`src/rtl/core/cau_pkg.sv`:
```
package cau_pkg;

   localparam int WORD_BITS  = 32;
   localparam int FRAC_BITS  = 16;
   localparam int FIELD_BITS = 32;
   localparam int PROD_BITS  = 2 * WORD_BITS;
   localparam int SUM_BITS   = PROD_BITS + 1;
   localparam int QUO_BITS   = WORD_BITS + 1;
   localparam int PRE_SHIFT  = QUO_BITS - FRAC_BITS;

   localparam logic [2:0] OP_ADD  = 3'd0;
   localparam logic [2:0] OP_SUB  = 3'd1;
   localparam logic [2:0] OP_MUL  = 3'd2;
   localparam logic [2:0] OP_DIV  = 3'd3;
   localparam logic [2:0] OP_NORM = 3'd4;
   localparam logic [2:0] OP_EQ   = 3'd5;

   localparam logic [1:0] ST_OK   = 2'd0;
   localparam logic [1:0] ST_SAT  = 2'd1;
   localparam logic [1:0] ST_DIV0 = 2'd2;

   typedef logic signed [WORD_BITS-1:0] word_type;
   typedef logic [PROD_BITS-1:0]        mag_type;
   typedef logic signed [PROD_BITS-1:0] prod_type;
   typedef logic signed [SUM_BITS-1:0]  sum_type;
   typedef logic [QUO_BITS-1:0]         quo_type;

   typedef struct packed {
      logic [2:0]                   operation;
      logic signed [FIELD_BITS-1:0] a_re;
      logic signed [FIELD_BITS-1:0] a_im;
      logic signed [FIELD_BITS-1:0] b_re;
      logic signed [FIELD_BITS-1:0] b_im;
   } req_type;

   typedef struct packed {
      logic signed [FIELD_BITS-1:0] res_re;
      logic signed [FIELD_BITS-1:0] res_im;
      logic                         equal_flag;
      logic [1:0]                   status;
   } rsp_type;

   typedef struct packed {
      logic                         ovf;
      logic signed [FIELD_BITS-1:0] value;
   } sat_type;

   typedef struct packed {
      logic    is_div;
      logic    den_zero;
      mag_type den;
      mag_type rem_re;
      mag_type rem_im;
      quo_type quo_re;
      quo_type quo_im;
      logic    neg_re;
      logic    neg_im;
      logic    big_re;
      logic    big_im;
      rsp_type rsp;
   } pipe_type;

   function automatic word_type field_value(logic [FIELD_BITS-1:0] raw);
      return word_type'(raw[WORD_BITS-1:0]);
   endfunction

   // Saturates a sign and magnitude pair to the word range.
   function automatic sat_type sat_mag(logic neg, mag_type mag);
      mag_type  lim;
      word_type w;
      sat_type  r;
      lim   = mag_type'(1) << (WORD_BITS - 1);
      r.ovf = 1'b0;
      if (!neg) begin
         if (mag > lim - mag_type'(1)) begin
            r.ovf = 1'b1;
            w     = {1'b0, {(WORD_BITS-1){1'b1}}};
         end else begin
            w = word_type'(mag[WORD_BITS-1:0]);
         end
      end else begin
         if (mag > lim) begin
            r.ovf = 1'b1;
            w     = {1'b1, {(WORD_BITS-1){1'b0}}};
         end else begin
            w = -word_type'(mag[WORD_BITS-1:0]);
         end
      end
      r.value = FIELD_BITS'(w);
      return r;
   endfunction

   function automatic sat_type sat_sum(logic signed [WORD_BITS:0] s);
      logic signed [WORD_BITS:0] hi;
      logic signed [WORD_BITS:0] lo;
      word_type                  w;
      sat_type                   r;
      hi    = {2'b00, {(WORD_BITS-1){1'b1}}};
      lo    = {2'b11, {(WORD_BITS-1){1'b0}}};
      r.ovf = 1'b0;
      if (s > hi) begin
         r.ovf = 1'b1;
         w     = word_type'(hi[WORD_BITS-1:0]);
      end else if (s < lo) begin
         r.ovf = 1'b1;
         w     = word_type'(lo[WORD_BITS-1:0]);
      end else begin
         w = word_type'(s[WORD_BITS-1:0]);
      end
      r.value = FIELD_BITS'(w);
      return r;
   endfunction

endpackage

```
`src/rtl/core/cau_div_stage.sv`:
```
module cau_div_stage import cau_pkg::*; (
   input  logic     clock,
   input  logic     reset,
   input  logic     enable,
   input  logic     in_valid,
   input  pipe_type in_pipe,
   output logic     out_valid,
   output pipe_type out_pipe
);

   logic     valid_ff;
   pipe_type pipe_ff, pipe_in;

   always_comb begin
      mag_type part_re;
      mag_type part_im;
      logic    take_re;
      logic    take_im;
      part_re = {in_pipe.rem_re[PROD_BITS-2:0], in_pipe.quo_re[QUO_BITS-1]};
      part_im = {in_pipe.rem_im[PROD_BITS-2:0], in_pipe.quo_im[QUO_BITS-1]};
      take_re = (part_re >= in_pipe.den);
      take_im = (part_im >= in_pipe.den);
      pipe_in        = in_pipe;
      pipe_in.rem_re = take_re ? part_re - in_pipe.den : part_re;
      pipe_in.rem_im = take_im ? part_im - in_pipe.den : part_im;
      pipe_in.quo_re = {in_pipe.quo_re[QUO_BITS-2:0], take_re};
      pipe_in.quo_im = {in_pipe.quo_im[QUO_BITS-2:0], take_im};
   end

   always_ff @(posedge clock) begin
      if (reset) begin
         valid_ff <= 1'b0;
      end else if (enable) begin
         valid_ff <= in_valid;
      end
   end

   always_ff @(posedge clock) begin
      if (enable) begin
         pipe_ff <= pipe_in;
      end
   end

   assign out_valid = valid_ff;
   assign out_pipe  = pipe_ff;

endmodule

```
`config.mk`:
```
export PLATFORM = sky130hd
export DESIGN_NAME = cau_div_stage
export DESIGN_NICKNAME = d
export VERILOG_FILES = /design/src/rtl/core/cau_pkg.sv /design/src/rtl/core/cau_div_stage.sv
export SDC_FILE = /design/constraint.sdc
export NUM_CORES = 1
export LEC_CHECK = 0
export BUFFER_PORTS_ARGS = -buffer_cell sky130_fd_sc_hd__buf_2
export CORE_AREA = 3 3 261 263
export CTS_BUF_LIST = sky130_fd_sc_hd__clkbuf_2 sky130_fd_sc_hd__clkbuf_4 sky130_fd_sc_hd__clkbuf_8
export DETAILED_ROUTE_END_ITERATION = 10
export DIE_AREA = 0 0 264 266
export GPL_ROUTABILITY_DRIVEN = 0
export SYNTH_ARGS = -nofsm -noshare
export SYNTH_HDL_FRONTEND = slang
export SYNTH_SLANG_ARGS = --single-unit
```
`constraint.sdc`:
```
create_clock -name clock -period 5.2 [get_ports clock]
set_input_delay 1.04 -clock clock [delete_from_list [all_inputs] [get_ports clock]]
set_output_delay 1.04 -clock clock [all_outputs]
set_load 0.1 [all_outputs]
```
==> impl_metrics.csv <==
group,metric,value,unit
die,die_area,70220,µm²
worst_setup_path,crit_chain,"buf_2 -> inv_1 -> ha_1 -> fa_1 -> nand2b_1 -> a21oi_1 -> o21ai_1 -> a2111oi_1 -> buf_4 -> nor3_1 -> o31ai_1 -> buf_4 -> o211ai_4 -> buf_12 -> buf_4 -> o21ai_0",
status,status,"completed",
drt,vias_per_cell,5.128,
worst_setup_path,r2r_slack,4.61,ns
finish,multi_input_area,8612,µm²
finish,fill_cells,6587,
yosys,dominantRegCellSynth,"edfxtp_1",
die,fp.dieW,264,µm
timing,fin_crit_sh,89.61,%
clock_network,post-cts-setup-buffers,0,
clock_network,cts-root-buf,"clkbuf_8",
yosys,ys_warn_count,0,
die,core_area,65860,µm²
worst_setup_path,cp_data_arrival_time,5.07,ns
timing,setup_tns,0,ns
yosys,synth_compound_area_share,17.66,%
global_route,grt_pass1_vias,17433,
timing,holdWs,0.5032,ns
finish,instances_no_fill,3474,
global_route,grtUsageTotal,21.45,%
yosys,synth_seq_area_share,51.53,%
worst_setup_path,slowest_delay,0.81,ns
clock_network,worstSkewPairLatency,0.66,ns
clock_network,cts_max_level,2,
timing,final_max_slew_viol_count,0,
drt,drt-total-wl,80080,µm
timing,slew_headroom,38.36,%
yosys,synth_area,19330,µm²
yosys,synth_edf_count,331,
clock_network,ctsLongestPathBuffers,3,
yosys,synth_cell_type_count,77,
drt,dr.first_iter.drc_count,1525,
drt,firstDrtPassIters,7,
global_route,grt_first_pass_wirelength,113800,µm
finish,final_cell_area,25240,µm²
clock_network,cts_tree,"yes",
yosys,synth.area.top_cells,"edfxtp_1 51%, ha_1 8.3%, o21ai_0 4.9%",
drt,vias,17814,
yosys,synthSimpleGateAreaFrac,12.40,%
worst_setup_path,crit_buf_inv,6,
yosys,yosysTopAreaCellShare,51.43,%
worst_setup_path,cp_common_cell,"buf_4",
timing,rsz0062_at_grt,"no",
finish,layout_commonest_cell,"buf_2",
drt,routedWlPerCell,23.05,µm
die,fp.dieH,266,µm
die,std_cell_rows,94,
timing,hold_viol_final,0,
finish,area_delta_synth_final,30.59,%
timing,period_needed,4.660,ns
timing,max_freq,214.6,MHz
worst_setup_path,worstPathMaxFanout,33,
clock_network,cts_hold_buf,0,
worst_setup_path,crit_path_end_kind,"register",
worst_hold_path,hold_depth,2,
yosys,syn_avg_cell_area,10.44,µm²
pwr,power_density,406.6,nW/µm²
timing,tightest_slew,0.9127,ns
finish,seqCellArea,9960,µm²
die,initial_core_util,29.34,%
timing,setup_violations,0,
worst_setup_path,crit_family,"compound AO/OA/AOI/OAI gates",
worst_setup_path,r2r_cells,2,
finish,fin_nets,3021,
worst_setup_path,path_class,"in2reg",
drt,drtAntennaViolNets,0,
finish,finish.utilization,38.32,%
die,ioPinCount,667,
global_route,antenna_found_initial,18,
clock_network,ctsResizeCount,0,
yosys,synth.largest_area_cell,"edfxtp_1",
worst_setup_path,crit_required,5.61,ns
finish,drive_gt1_share,32.69,%
place,dp.cells,3357,
yosys,synthArstFlopShare,0,%
worst_hold_path,hold_class,"reg2reg",
worst_setup_path,path_depth,16,
drt,route.detailed.drc,0,
yosys,ys_ff_latch,332,
place,hpwl,65460,µm
clock_network,cts.sinks,332,
worst_setup_path,critPathLaunchType,"input port",
yosys,synth_top_family_by_area,"compound AO/OA/AOI/OAI gates",
timing,fin_skew,0,ns
finish,mostFrequentLayoutCells,"663 x buf_2, 331 x edfxtp_1, 238 x nand2_1",
yosys,muxShareOfSynthArea,0.8286,%
clock_network,clk_pin_slew,0.06,ns
pwr,p_leak,11.12,nW
worst_setup_path,critical-path-slowest-cell,"a2111oi_1",
place,io_buffers,664,
yosys,synthXorXnorAreaFrac,5.121,%
global_route,grt_max_degree,105,
global_route,grt_remaining_overflow,0,
place,dpl_cell_area,23850,µm²
yosys,synth_fa_ha_area_share,8.494,%
run,maxCapViolations,0,
pwr,irDropWorstVdd,302.4,µV
yosys,syn_inst,1851,
yosys,synthesis.nets,2316,
clock_network,cts_buffers,61,
final cells by class:
type,count,area share (%)
inverters,99,1.472
flip-flops and latches,332,39.46
clock inverters,28,1.358
well taps,864,4.283
multi-input cells,1339,34.12
repair buffers,723,15.16
clock buffers,82,4.075
diodes,7,0.06940
synthesized netlist by cell type (3+ instances only):
| cell | n |
|---|---|
| a221o_1 | 6 |
| a31oi_1 | 19 |
| buf_2 | 23 |
| nor3_1 | 34 |
| a2111oi_0 | 4 |
| o21ai_1 | 11 |
| nor4_1 | 7 |
| nand3_1 | 26 |
| xnor2_1 | 66 |
| o21a_1 | 7 |
| nand4_1 | 46 |
| nand2_1 | 238 |
| o21ai_0 | 189 |
| o211ai_1 | 11 |
| nor2b_1 | 16 |
| nand2b_1 | 19 |
| nor2_1 | 89 |
| buf_6 | 4 |
| edfxtp_1 | 331 |
| and3_1 | 8 |
| a21o_1 | 60 |
| a211oi_1 | 11 |
| a21oi_1 | 152 |
| nor4b_1 | 3 |
| ha_1 | 128 |
| mux2i_1 | 4 |
| o31ai_1 | 13 |
| and2_1 | 6 |
| xor2_1 | 47 |
| o221ai_1 | 3 |
| a221oi_1 | 6 |
| clkbuf_1 | 44 |
| or3_1 | 14 |
| o2bb2ai_1 | 3 |
| a211o_1 | 6 |
| a41oi_1 | 4 |
| o21bai_1 | 26 |
| or2_2 | 6 |
| buf_4 | 8 |
| mux2_2 | 8 |
| inv_1 | 98 |
cells by family after synthesis:
group	after synthesis
flip-flops	332
XOR/XNOR	113
AND/OR/NAND/NOR	521
AO/OA/AOI/OAI	561
buffers and inverters	180
adder cells (fa/ha/maj)	130
multiplexers	14
report_power, final:
group / switching (mW) / internal [mW] / leakage, nW
clock network: 1.20 / 1.68 / 0.711
registers: 0.0834 / 3.29 / 3.24
logic: 3.19 / 0.819 / 7.16
total: 4.47 / 5.79 / 11.1
stage by stage:
stage	power, mW	setup slack, ns
after CTS	10.35	0.5315
final	10.26	0.5403
after floorplan	6.451	1.221
after detailed placement	7.423	-0.1663
after global routing	10.67	0.2631
after global placement	7.400	-0.08561
worst reg2reg max path, cell delays in order (launching register included):
cell and delay, ns:
dfxtp_1 0.31, mux2i_1 0.13, nor2_1 0.05
layer usage:
layer	GRT usage (%)	up-vias	routed length [µm]
li1	-	8307	-
met1	26.93	8504	33150
met2	35.98	830	37860
met3	6.289	155	6670
met4	6.002	18	2268
met5	0	-	126
worst paths after layout:
kind | startpoint | endpoint
hold reg to reg | out_valid | out_valid
setup reg to reg | out_valid | out_valid
hold / removal | out_valid | out_valid
setup / recovery | in_pipe[103] | out_pipe[165]
state kept, by name (all words and copies together), names as in the netlist:
| signal | count |
|---|---|
| out_pipe | 331 |
| out_valid | 1 |
No activity file was read; power rests on OpenSTA's default activity.
